**src/sfd_pkg.sv**
```systemverilog
`timescale 1ns / 1ps
// Package for the serial frame decoder: shared widths, constants, register
// indexes and the result record. No dependencies.
package sfd_pkg;

   localparam int unsigned BYTE_W    = 8;
   localparam int unsigned POS_W     = 9;
   localparam int unsigned CSR_IDX_W = 1;

   // Bytes around the payload: header, command, length, checksum, tail.
   localparam logic [POS_W-1:0] MIN_FRAME_BYTES = POS_W'(5);
   localparam logic [POS_W-1:0] POS_MAX         = {POS_W{1'b1}};

   localparam logic [BYTE_W-1:0] HEADER_RESET = 8'hAA;
   localparam logic [BYTE_W-1:0] TAIL_RESET   = 8'h55;

   typedef enum logic [CSR_IDX_W-1:0] {
      CSR_HEADER = 1'b0,
      CSR_TAIL   = 1'b1
   } csr_index_type;

   typedef enum logic {
      KIND_PAYLOAD = 1'b0,
      KIND_STATUS  = 1'b1
   } result_kind_type;

   typedef struct packed {
      result_kind_type   kind;
      logic [BYTE_W-1:0] payload_byte;
      logic              frame_ok;
      logic [BYTE_W-1:0] command;
      logic [BYTE_W-1:0] payload_length;
   } rsp_type;

endpackage

```
**src/serial_frame_decoder.sv**
```systemverilog
`timescale 1ns / 1ps
// Top level of the serial frame decoder; instantiates sfd_parser and
// sfd_rsp_reg and uses sfd_pkg.
//
// Checks framed buffers (header, command, length L, L payload bytes,
// checksum = payload sum mod 256, tail) one request byte at a time; the
// last byte of each buffer carries req_buffer_end. Payload bytes are passed
// on as they arrive (not when the payload byte itself is marked last), and
// the marked byte yields one status response with frame_ok, and command
// and payload_length of a valid frame. Other bytes give no response. The
// block takes one request per cycle: a request lands in an input register,
// is decoded against the per-buffer state, and its response (if any) is
// written to an output register. Rate is one request per cycle while
// rsp_ready is high; a stalled response holds the input register, and
// further requests wait only once both registers are occupied. Write
// header_value (index 0) and tail_value (index 1) through csr_ only while
// no request is in flight; writes are always taken.
module serial_frame_decoder (
   input  logic                            clock,
   input  logic                            reset,
   input  logic                            req_valid,
   output logic                            req_ready,
   input  logic [sfd_pkg::BYTE_W-1:0]      req_rx_byte,
   input  logic                            req_buffer_end,
   output logic                            rsp_valid,
   input  logic                            rsp_ready,
   output logic                            rsp_result_kind,
   output logic [sfd_pkg::BYTE_W-1:0]      rsp_payload_byte,
   output logic                            rsp_frame_ok,
   output logic [sfd_pkg::BYTE_W-1:0]      rsp_command,
   output logic [sfd_pkg::BYTE_W-1:0]      rsp_payload_length,
   input  logic                            csr_valid,
   output logic                            csr_ready,
   input  logic [sfd_pkg::CSR_IDX_W-1:0]   csr_index,
   input  logic [sfd_pkg::BYTE_W-1:0]      csr_wdata
);

   // Configuration registers
   logic [sfd_pkg::BYTE_W-1:0] header_ff, header_in;
   logic [sfd_pkg::BYTE_W-1:0] tail_ff, tail_in;

   // Input register
   logic                       in_valid_ff, in_valid_in;
   logic [sfd_pkg::BYTE_W-1:0] in_byte_ff;
   logic                       in_end_ff;

   logic             req_fire;
   logic             in_move;
   logic             out_free;
   logic             has_rsp;
   sfd_pkg::rsp_type rsp_next;
   sfd_pkg::rsp_type rsp_data;

   // Always take configuration writes; decode the index.
   assign csr_ready = 1'b1;

   always_comb begin
      header_in = header_ff;
      tail_in   = tail_ff;
      if (csr_valid) begin
         unique case (sfd_pkg::csr_index_type'(csr_index))
            sfd_pkg::CSR_HEADER: header_in = csr_wdata;
            sfd_pkg::CSR_TAIL:   tail_in   = csr_wdata;
            default: ;
         endcase
      end
   end

   always_ff @(posedge clock) begin
      if (reset) begin
         header_ff <= sfd_pkg::HEADER_RESET;
         tail_ff   <= sfd_pkg::TAIL_RESET;
      end else begin
         header_ff <= header_in;
         tail_ff   <= tail_in;
      end
   end

   // Advance the held request whenever the result register can take it;
   // requests that produce no response simply drop out of the input stage.
   assign in_move     = in_valid_ff && out_free;
   assign req_ready   = !in_valid_ff || out_free;
   assign req_fire    = req_valid && req_ready;
   assign in_valid_in = req_fire || (in_valid_ff && !in_move);

   always_ff @(posedge clock) begin
      if (reset) begin
         in_valid_ff <= 1'b0;
      end else begin
         in_valid_ff <= in_valid_in;
      end
   end

   // Hold payload until the next request replaces it.
   always_ff @(posedge clock) begin
      if (req_fire) begin
         in_byte_ff <= req_rx_byte;
         in_end_ff  <= req_buffer_end;
      end
   end

   sfd_parser u_parser (
      .clock        (clock),
      .reset        (reset),
      .fire         (in_move),
      .rx_byte      (in_byte_ff),
      .buffer_end   (in_end_ff),
      .header_value (header_ff),
      .tail_value   (tail_ff),
      .has_rsp      (has_rsp),
      .rsp          (rsp_next)
   );

   sfd_rsp_reg u_rsp_reg (
      .clock     (clock),
      .reset     (reset),
      .load      (in_move && has_rsp),
      .load_data (rsp_next),
      .rsp_ready (rsp_ready),
      .rsp_valid (rsp_valid),
      .rsp_data  (rsp_data),
      .free      (out_free)
   );

   assign rsp_result_kind    = rsp_data.kind;
   assign rsp_payload_byte   = rsp_data.payload_byte;
   assign rsp_frame_ok       = rsp_data.frame_ok;
   assign rsp_command        = rsp_data.command;
   assign rsp_payload_length = rsp_data.payload_length;

endmodule

```
**src/sfd_parser.sv**
```systemverilog
`timescale 1ns / 1ps
// Frame parser: per-buffer state (position, held fields, running sum, match
// flags) and the decode of one byte into an optional result. Uses sfd_pkg.
module sfd_parser (
   input  logic                        clock,
   input  logic                        reset,
   input  logic                        fire,
   input  logic [sfd_pkg::BYTE_W-1:0]  rx_byte,
   input  logic                        buffer_end,
   input  logic [sfd_pkg::BYTE_W-1:0]  header_value,
   input  logic [sfd_pkg::BYTE_W-1:0]  tail_value,
   output logic                        has_rsp,
   output sfd_pkg::rsp_type            rsp
);

   logic [sfd_pkg::POS_W-1:0]  pos_ff, pos_in;
   logic [sfd_pkg::BYTE_W-1:0] cmd_ff, cmd_in;
   logic [sfd_pkg::BYTE_W-1:0] len_ff, len_in;
   logic [sfd_pkg::BYTE_W-1:0] sum_ff, sum_in;
   logic                       hdr_ok_ff, hdr_ok_in;
   logic                       cks_ok_ff, cks_ok_in;

   logic [sfd_pkg::POS_W-1:0]  len_ext;
   logic [sfd_pkg::POS_W-1:0]  cks_pos;
   logic [sfd_pkg::POS_W-1:0]  tail_pos;
   logic                       frame_ok;

   assign len_ext  = {1'b0, len_ff};
   assign cks_pos  = len_ext + sfd_pkg::POS_W'(3);
   assign tail_pos = len_ext + sfd_pkg::MIN_FRAME_BYTES - sfd_pkg::POS_W'(1);
   assign frame_ok = hdr_ok_ff && cks_ok_ff
                     && (pos_ff >= sfd_pkg::MIN_FRAME_BYTES - sfd_pkg::POS_W'(1))
                     && (pos_ff == tail_pos) && (rx_byte == tail_value);

   always_comb begin
      pos_in    = pos_ff;
      cmd_in    = cmd_ff;
      len_in    = len_ff;
      sum_in    = sum_ff;
      hdr_ok_in = hdr_ok_ff;
      cks_ok_in = cks_ok_ff;
      has_rsp   = 1'b0;
      rsp       = '0;
      if (buffer_end) begin
         // Marked byte: report status, then clear for the next buffer.
         has_rsp            = 1'b1;
         rsp.kind           = sfd_pkg::KIND_STATUS;
         rsp.frame_ok       = frame_ok;
         rsp.command        = frame_ok ? cmd_ff : '0;
         rsp.payload_length = frame_ok ? len_ff : '0;
         pos_in             = '0;
         cmd_in             = '0;
         len_in             = '0;
         sum_in             = '0;
         hdr_ok_in          = 1'b0;
         cks_ok_in          = 1'b0;
      end else begin
         if (pos_ff != sfd_pkg::POS_MAX) begin
            pos_in = pos_ff + sfd_pkg::POS_W'(1);
         end
         if (pos_ff == sfd_pkg::POS_W'(0)) begin
            hdr_ok_in = (rx_byte == header_value);
         end else if (pos_ff == sfd_pkg::POS_W'(1)) begin
            cmd_in = rx_byte;
         end else if (pos_ff == sfd_pkg::POS_W'(2)) begin
            len_in = rx_byte;
         end else if (pos_ff < cks_pos) begin
            sum_in           = sum_ff + rx_byte;
            has_rsp          = 1'b1;
            rsp.kind         = sfd_pkg::KIND_PAYLOAD;
            rsp.payload_byte = rx_byte;
         end else if (pos_ff == cks_pos) begin
            cks_ok_in = (rx_byte == sum_ff);
         end
      end
   end

   always_ff @(posedge clock) begin
      if (reset) begin
         pos_ff    <= '0;
         cmd_ff    <= '0;
         len_ff    <= '0;
         sum_ff    <= '0;
         hdr_ok_ff <= 1'b0;
         cks_ok_ff <= 1'b0;
      end else if (fire) begin
         pos_ff    <= pos_in;
         cmd_ff    <= cmd_in;
         len_ff    <= len_in;
         sum_ff    <= sum_in;
         hdr_ok_ff <= hdr_ok_in;
         cks_ok_ff <= cks_ok_in;
      end
   end

endmodule

```
**src/sfd_rsp_reg.sv**
```systemverilog
`timescale 1ns / 1ps
// Result register: holds one finished result until the consumer takes it
// and reports when it can be loaded. Uses sfd_pkg.
module sfd_rsp_reg (
   input  logic             clock,
   input  logic             reset,
   input  logic             load,
   input  sfd_pkg::rsp_type load_data,
   input  logic             rsp_ready,
   output logic             rsp_valid,
   output sfd_pkg::rsp_type rsp_data,
   output logic             free
);

   logic             valid_ff, valid_in;
   sfd_pkg::rsp_type data_ff;

   assign free      = !valid_ff || rsp_ready;
   assign valid_in  = load || (valid_ff && !rsp_ready);
   assign rsp_valid = valid_ff;
   assign rsp_data  = data_ff;

   always_ff @(posedge clock) begin
      if (reset) begin
         valid_ff <= 1'b0;
      end else begin
         valid_ff <= valid_in;
      end
   end

   always_ff @(posedge clock) begin
      if (load) begin
         data_ff <= load_data;
      end
   end

endmodule
```
**config.mk**
```make
export PLATFORM = sky130hd
export DESIGN_NAME = serial_frame_decoder
export DESIGN_NICKNAME = d
export VERILOG_FILES = /design/src/sfd_pkg.sv /design/src/serial_frame_decoder.sv /design/src/sfd_parser.sv /design/src/sfd_rsp_reg.sv
export SDC_FILE = /design/constraint.sdc
export NUM_CORES = 1
export LEC_CHECK = 0
export BUFFER_PORTS_ARGS = -buffer_cell sky130_fd_sc_hd__buf_2
export CORE_ASPECT_RATIO = 1.75
export CORE_MARGIN = 5
export CORE_UTILIZATION = 55
export DETAILED_ROUTE_END_ITERATION = 10
export GPL_TIMING_DRIVEN = 0
export PLACE_DENSITY = 0.76
export SYNTH_ARGS = -nofsm -noshare
export SYNTH_HDL_FRONTEND = slang
export SYNTH_SLANG_ARGS = --single-unit
```
**constraint.sdc**
```tcl
create_clock -name clock -period 3.86 [get_ports clock]
set_input_delay 0.772 -clock clock [delete_from_list [all_inputs] [get_ports clock]]
set_output_delay 0.772 -clock clock [all_outputs]
set_load 0.05 [all_outputs]
```
== Word level (Yosys, flattened, before mapping) ==
Cells that the tools add are included.

* Register bits after elaboration: 88
* Logic and storage cells: 103
* Input bits: 23

* Reduce and logical (&&, ||, !) cells: 34
* $add $sub $neg: 5
* Muxes and demuxes: 31
* Bitwise operators: 2
* $lt $le $gt $ge: 2
* Eq/ne operators: 12

{| class="wikitable"
|+ Operators by type and width
! cell !! number
|-
| $mux 8 || 13
|-
| $mux 9 || 5
|-
| $eq 8x8->1 || 3
|-
| $eq 9x9->1 || 2
|-
| $mux 1 || 13
|-
| $reduce_bool 2->1 || 6
|-
| $reduce_and 2->1 || 5
|-
| $add 8x2->9 const B || 1
|-
| $add 8x3->9 const B || 1
|-
| $add 9x1->9 const B || 1
|-
| $eq 9x1->1 const B || 1
|-
| $eq 9x2->1 const B || 1
|-
| $ge 9x3->1 const B || 1
|-
| $logic_and 1x1->1 || 9
|-
| $logic_not 9->1 || 1
|-
| $lt 9x9->1 || 1
|-
| $ne 9x9->1 const B || 1
|-
| $sub 9x1->9 const B || 1
|-
| $add 8x8->8 || 1
|-
| $ne 2x2->1 const B || 4
|-
| $reduce_and 6->1 || 1
|-
| $reduce_and 5->1 || 1
|-
| $reduce_or 5->1 || 1
|-
| $logic_not 1->1 || 4
|-
| other kinds (4) || 8
|}

== Longest topological paths before layout ==
* Word-level depth: 9
* Gate-level depth with buffers: 12

== Cells and area by module ==
A second synthesis with hierarchy kept.

* Cell total of the unflattened synthesis: 437
* Area, all modules: 4515.6 µm²

{| class="wikitable"
|+ Modules (own cells, without submodules)
! module !! times used !! cells an instance !! area each (µm²)
|-
| sfd_parser || 1 || 322 || 2670.1
|-
| serial_frame_decoder || 1 || 85 || 1018.5
|-
| sfd_rsp_reg || 1 || 30 || 827.0
|}

== Worst setup path before layout ==
No wires, ideal clock.

* Kind: reg2reg
* Start point: reg u_parser.len_ff[2] in the netlist's numbering
* End point: reg u_rsp_reg.data_ff, in the netlist u_rsp_reg.rsp_data[0], enable pin
* Path slack: 1.064 ns
* Stages on the path, launching flop included: 11
* Arrival time: 2.441 ns
* Path buffers: 0
* Required time: 3.505 ns
* Path through: dfxtp_1 -> ha_1 -> nand3_1 -> nor2_1 -> xnor2_1 -> ha_1 -> a211oi_1 -> o21bai_1 -> a2111oi_2 -> o21ai_2 -> inv_2

* Cells in the longest elaborated chain, start to end: 8

{| class="wikitable"
|+ RTL lines
! what !! RTL line !! RTL
|-
| start: declaration || sfd_parser.sv:18 || <nowiki>logic [sfd_pkg::BYTE_W-1:0] len_ff, len_in;</nowiki>
|-
| start signal: assignment || sfd_parser.sv:89 || <nowiki>len_ff <= len_in;</nowiki>
|-
| $add 8x2->9 || sfd_parser.sv:29 || <nowiki>assign cks_pos = len_ext + sfd_pkg::POS_W'(3);</nowiki>
|-
| $lt 9x9->1 || sfd_parser.sv:67 || <nowiki>end else if (pos_ff < cks_pos) begin</nowiki>
|-
| $mux 1 || sfd_parser.sv:67 ||
|-
| $mux 1 || sfd_parser.sv:65 || <nowiki>end else if (pos_ff == sfd_pkg::POS_W'(2)) begin</nowiki>
|-
| $mux 1 || sfd_parser.sv:63 || <nowiki>end else if (pos_ff == sfd_pkg::POS_W'(1)) begin</nowiki>
|-
| $mux 1 || sfd_parser.sv:61 || <nowiki>if (pos_ff == sfd_pkg::POS_W'(0)) begin</nowiki>
|-
| $mux 1 || sfd_parser.sv:44 || <nowiki>if (buffer_end) begin</nowiki>
|-
| $logic_and 1x1->1 || serial_frame_decoder.sv:117 || <nowiki>.load (in_move && has_rsp),</nowiki>
|-
| net u_rsp_reg.load || sfd_rsp_reg.sv:7 || <nowiki>input logic load,</nowiki>
|-
| end signal: assignment || sfd_rsp_reg.sv:33 || <nowiki>data_ff <= load_data;</nowiki>
|-
| end: declaration || sfd_rsp_reg.sv:16 || <nowiki>sfd_pkg::rsp_type data_ff;</nowiki>
|}

The timed path passes the listed nets, and every way through them passes these cells.
A chain may end at the register's enable or synchronous reset.

== Worst setup path after layout ==
* Start point: reg u_parser.len_ff[2] in the netlist's numbering
* End point: reg u_rsp_reg.data_ff, in the netlist u_rsp_reg.rsp_data[23], enable pin

The elaborated chain is that of the path after synthesis.

==> impl_metrics.py <==
metrics = {
    "drt": {
        "route.detailed.wl_per_inst_um": 16.8,
        "drt-initial-drc-count": 256,
        "first_pass_iters": 5,
        "detail_route.drc_violations": 0,
        "route.final.wire_length_um": 10100,
        "route.vias.total": 3512,
        "ant_nets": 0,
        "drt-vias-per-instance": 5.85,
    },
    "grt": {
        "grt_pass1_vias": 3455,
        "gr-usage-met2": 0.386,
        "wire_length_of_the_first_global_routing_pass_um": 16400,
        "grt_start_max_net_pins": 27,
        "global_route.usage.total": 0.209,
        "grt_use_met3": 0.0345,
        "overflow": 0,
        "grt_most_used_layer": "met2",
        "grt_use_met1": 0.213,
        "grt_antenna_before_repair": 0,
    },
    "yosys": {
        "netlist.top_cell.by_area": "sky130_fd_sc_hd__dfxtp_1",
        "async_reset_ff_frac": 0,
        "ys_seq_elements": 88,
        "edff_count_synth": 35,
        "post_synth_main_area_contributors": "sky130_fd_sc_hd__dfxtp_1, sky130_fd_sc_hd__edfxtp_1, sky130_fd_sc_hd__ha_1, sky130_fd_sc_hd__xnor2_1, sky130_fd_sc_hd__a22oi_1",
        "syn-num-nets": 491,
        "synth.cell_area_sq_mm": 0.00436,
        "yosys_most_used_dff": "sky130_fd_sc_hd__dfxtp_1",
        "synth_seq_area_share": 0.484,
        "synthDominantCellAreaShare": 0.243,
        "synthCells": 444,
        "yosysUniqueCellTypes": 53,
        "yosysWarnings": 0,
        "avgSynthCellArea_sq_um": 9.82,
    },
    "sta": {
        "grt_setup_unrepaired": "no",
        "final_max_slew_viol_count": 0,
        "max_slew_margin": 0.590,
        "post-route-worst-setup-slack_ns": 0.467,
        "timing.fmax_mhz": 295,
        "finalHoldViolCount": 0,
        "finalSetupTns_ns": 0,
        "final.setup_skew_ns": 0.00724,
        "timing.final.crit_period_ns": 3.39,
        "final.period_utilization": 0.879,
        "setup_viol": 0,
        "worstMarginPinSlew_ns": 0.611,
    },
    "critical_path": {
        "r2r-start": "u_parser.len_ff[2]",
        "timing.critical_path.fanout_max": 26,
        "critical_path.endpoint": "u_rsp_reg.rsp_data[23]",
        "start_kind": "flop",
        "worst-setup-path-type": "flop to flop",
        "crit_path_arrival_time_ns": 3.38,
        "startpoint": "u_parser.len_ff[2]",
        "r2r_end": "u_rsp_reg.rsp_data[23]",
        "kind_of_end_point_of_the_critical_path": "flop",
        "critical_path_required_ns": 3.85,
        "timing.reg2reg.worst_path_depth": 10,
        "reg2reg_slack_ns": 0.47,
    },
    "layout": {
        "finish.instance_area_sq_mm": 0.00503,
        "area_used_by_multi_input_combinational_logic_sq_mm": 0.00211,
        "area_growth_from_synthesis_to_layout_pct": 15.4,
        "antenna_cells": 0,
        "filler_cell_count": 638,
        "layout.core_utilization": 0.641,
        "nets": 552,
        "final_layout_size_suffix_gt1_frac": 0.157,
        "register_area_sq_mm": 0.00211,
    },
    "floorplanning": {
        "core_sq_mm": 0.00786,
        "design.portCount": 52,
        "core.rowCount": 43,
        "floorplan.initialDensity": 0.555,
        "die_area_sq_mm": 0.00988,
        "chipWidth_um": 77.3,
        "floorplan_die_height_um": 128,
    },
    "status": {
        "outcome": "finished clean",
    },
    "clocking": {
        "clk_root_buffer_cell": "sky130_fd_sc_hd__clkbuf_16",
        "h-tree-depth": 3,
        "clkSinkCount": 88,
        "tritoncts.num_buffers": 9,
        "worst_skew_pair.late_latency_ns": 0.35,
        "clkTransAtPathRegs_ns": 0.07,
        "ctsResizeCount": 0,
        "tritoncts_clock_tree": "done",
        "holdBufCountCts": 0,
        "cts_max_path_buffers": 2,
        "post-cts-setup-buffer-count": 0,
    },
    "placement": {
        "hpwl_um": 7560,
        "placement.setup.worst_slack_ns": 0.509,
        "placement.cell_area_sq_mm": 0.00472,
        "routabilityCongestion": 0.929,
        "numPortBuffers": 50,
    },
    "pwr": {
        "power.ir.vdd_worst_mv": 0.320,
        "total_power_w": 0.00208,
        "power_leakage_nw": 2.06,
        "p_per_area_mw_per_mm2": 413,
    },
    "min_path": {
        "min-delay-path-class": "flop to flop",
    },
    "flow_run": {
        "drv.max_cap_violation_count": 0,
    },
}
-- state kept, by name, indices dropped and copies added (netlist names) --
register,count
u_parser.cks_ok_ff,1
u_parser.cmd_ff,8
u_rsp_reg.rsp_data,26
in_end_ff,1
u_parser.len_ff,8
tail_ff,8
header_ff,8
u_parser.sum_ff,8
u_parser.pos_ff,9
in_valid_ff,1
u_parser.hdr_ok_ff,1
u_rsp_reg.rsp_valid,1
in_byte_ff,8
-- Yosys cell counts, types with 10 or more instances --
library cell and instances:
sky130_fd_sc_hd__a21oi_1 22, sky130_fd_sc_hd__a22oi_1 24, sky130_fd_sc_hd__and2_1 17, sky130_fd_sc_hd__and3_1 10
sky130_fd_sc_hd__clkbuf_1 15, sky130_fd_sc_hd__dfxtp_1 53, sky130_fd_sc_hd__edfxtp_1 35, sky130_fd_sc_hd__ha_1 23
sky130_fd_sc_hd__inv_1 10, sky130_fd_sc_hd__nand2_1 35, sky130_fd_sc_hd__nand3_1 24, sky130_fd_sc_hd__nor2_1 45
sky130_fd_sc_hd__xnor2_1 26, sky130_fd_sc_hd__xor2_1 16
-- cell families after synthesis --
family | after synthesis | share of synthesized area
adders and majority gates | 24 | 0.0706
muxes | 1 | 0.00229
buffers and inverters | 33 | 0.0324
DFF | 88 | 0.484
other | 1 | 0.000860
and+or+nand+nor | 178 | 0.207
xor gates and xnor gates | 42 | 0.0843
AOI/OAI and AO/OA | 77 | 0.118
-- how the worst min path moves through the flow --
stage                                  start                  to  slack, ns  cells after the start
after floorplan           u_parser.sum_ff[6]  u_parser.sum_ff[6]       0.44                      2
after global placement    u_parser.sum_ff[6]  u_parser.sum_ff[6]       0.45                      2
after detailed placement          tail_ff[7]          tail_ff[7]       0.46                      2
after CTS                         tail_ff[7]          tail_ff[7]       0.47                      2
after global routing            header_ff[6]        header_ff[6]       0.49                      2
final                             tail_ff[7]          tail_ff[7]       0.47                      2
-- layout make-up --
cell class / instances / area share
Buffer: 22 / 0.0199
Clock buffer: 9 / 0.0447
Clock inverter: 7 / 0.0167
Inverter: 11 / 0.00820
Multi-Input combinational cell: 323 / 0.419
Sequential cell: 88 / 0.420
Tap cell: 90 / 0.0224
Timing Repair Buffer: 50 / 0.0497
-- worst max-delay path: stages (launching register included) --
cell and delay [ns]:
sky130_fd_sc_hd__dfxtp_1 0.51, sky130_fd_sc_hd__ha_1 0.28, sky130_fd_sc_hd__nand3_1 0.14, sky130_fd_sc_hd__nor2_1 0.14
sky130_fd_sc_hd__xnor2_1 0.15, sky130_fd_sc_hd__ha_1 0.28, sky130_fd_sc_hd__a211oi_1 0.21, sky130_fd_sc_hd__o21bai_1 0.16
sky130_fd_sc_hd__a2111oi_2 0.45, sky130_fd_sc_hd__o21ai_2 0.24, sky130_fd_sc_hd__inv_2 0.45
-- per-stage QoR --
step	hold slack, ns	cells
2_1_floorplan	0.436	444
3_3_place_gp	0.445	584
3_5_place_dp	0.462	584
4_1_cts	0.471	600
5_1_grt	0.488	600
6_report	0.469	600
-- placed cells by master, fill, tap and decap left out, types with 22 or more instances in the layout --
cell                       synthesis  layout
sky130_fd_sc_hd__a21oi_1          22      22
sky130_fd_sc_hd__a22oi_1          24      24
sky130_fd_sc_hd__buf_2             5      55
sky130_fd_sc_hd__dfxtp_1          53      53
sky130_fd_sc_hd__edfxtp_1         35      35
sky130_fd_sc_hd__ha_1             23      23
sky130_fd_sc_hd__nand2_1          35      35
sky130_fd_sc_hd__nand3_1          24      24
sky130_fd_sc_hd__nor2_1           45      45
sky130_fd_sc_hd__xnor2_1          26      26
-- per-layer routing --
metal,vias to the layer above,part of all wire
li1,1707,-
met1,1663,0.35
met2,112,0.55
met3,30,0.053
met4,0,0.046
met5,-,0
-- power breakdown --
part           switching, W  internal, W
combinational      0.000107    0.0000549
clock              0.000388     0.000515
sequential        0.0000260     0.000990
Power figures use the tool's default switching activity.
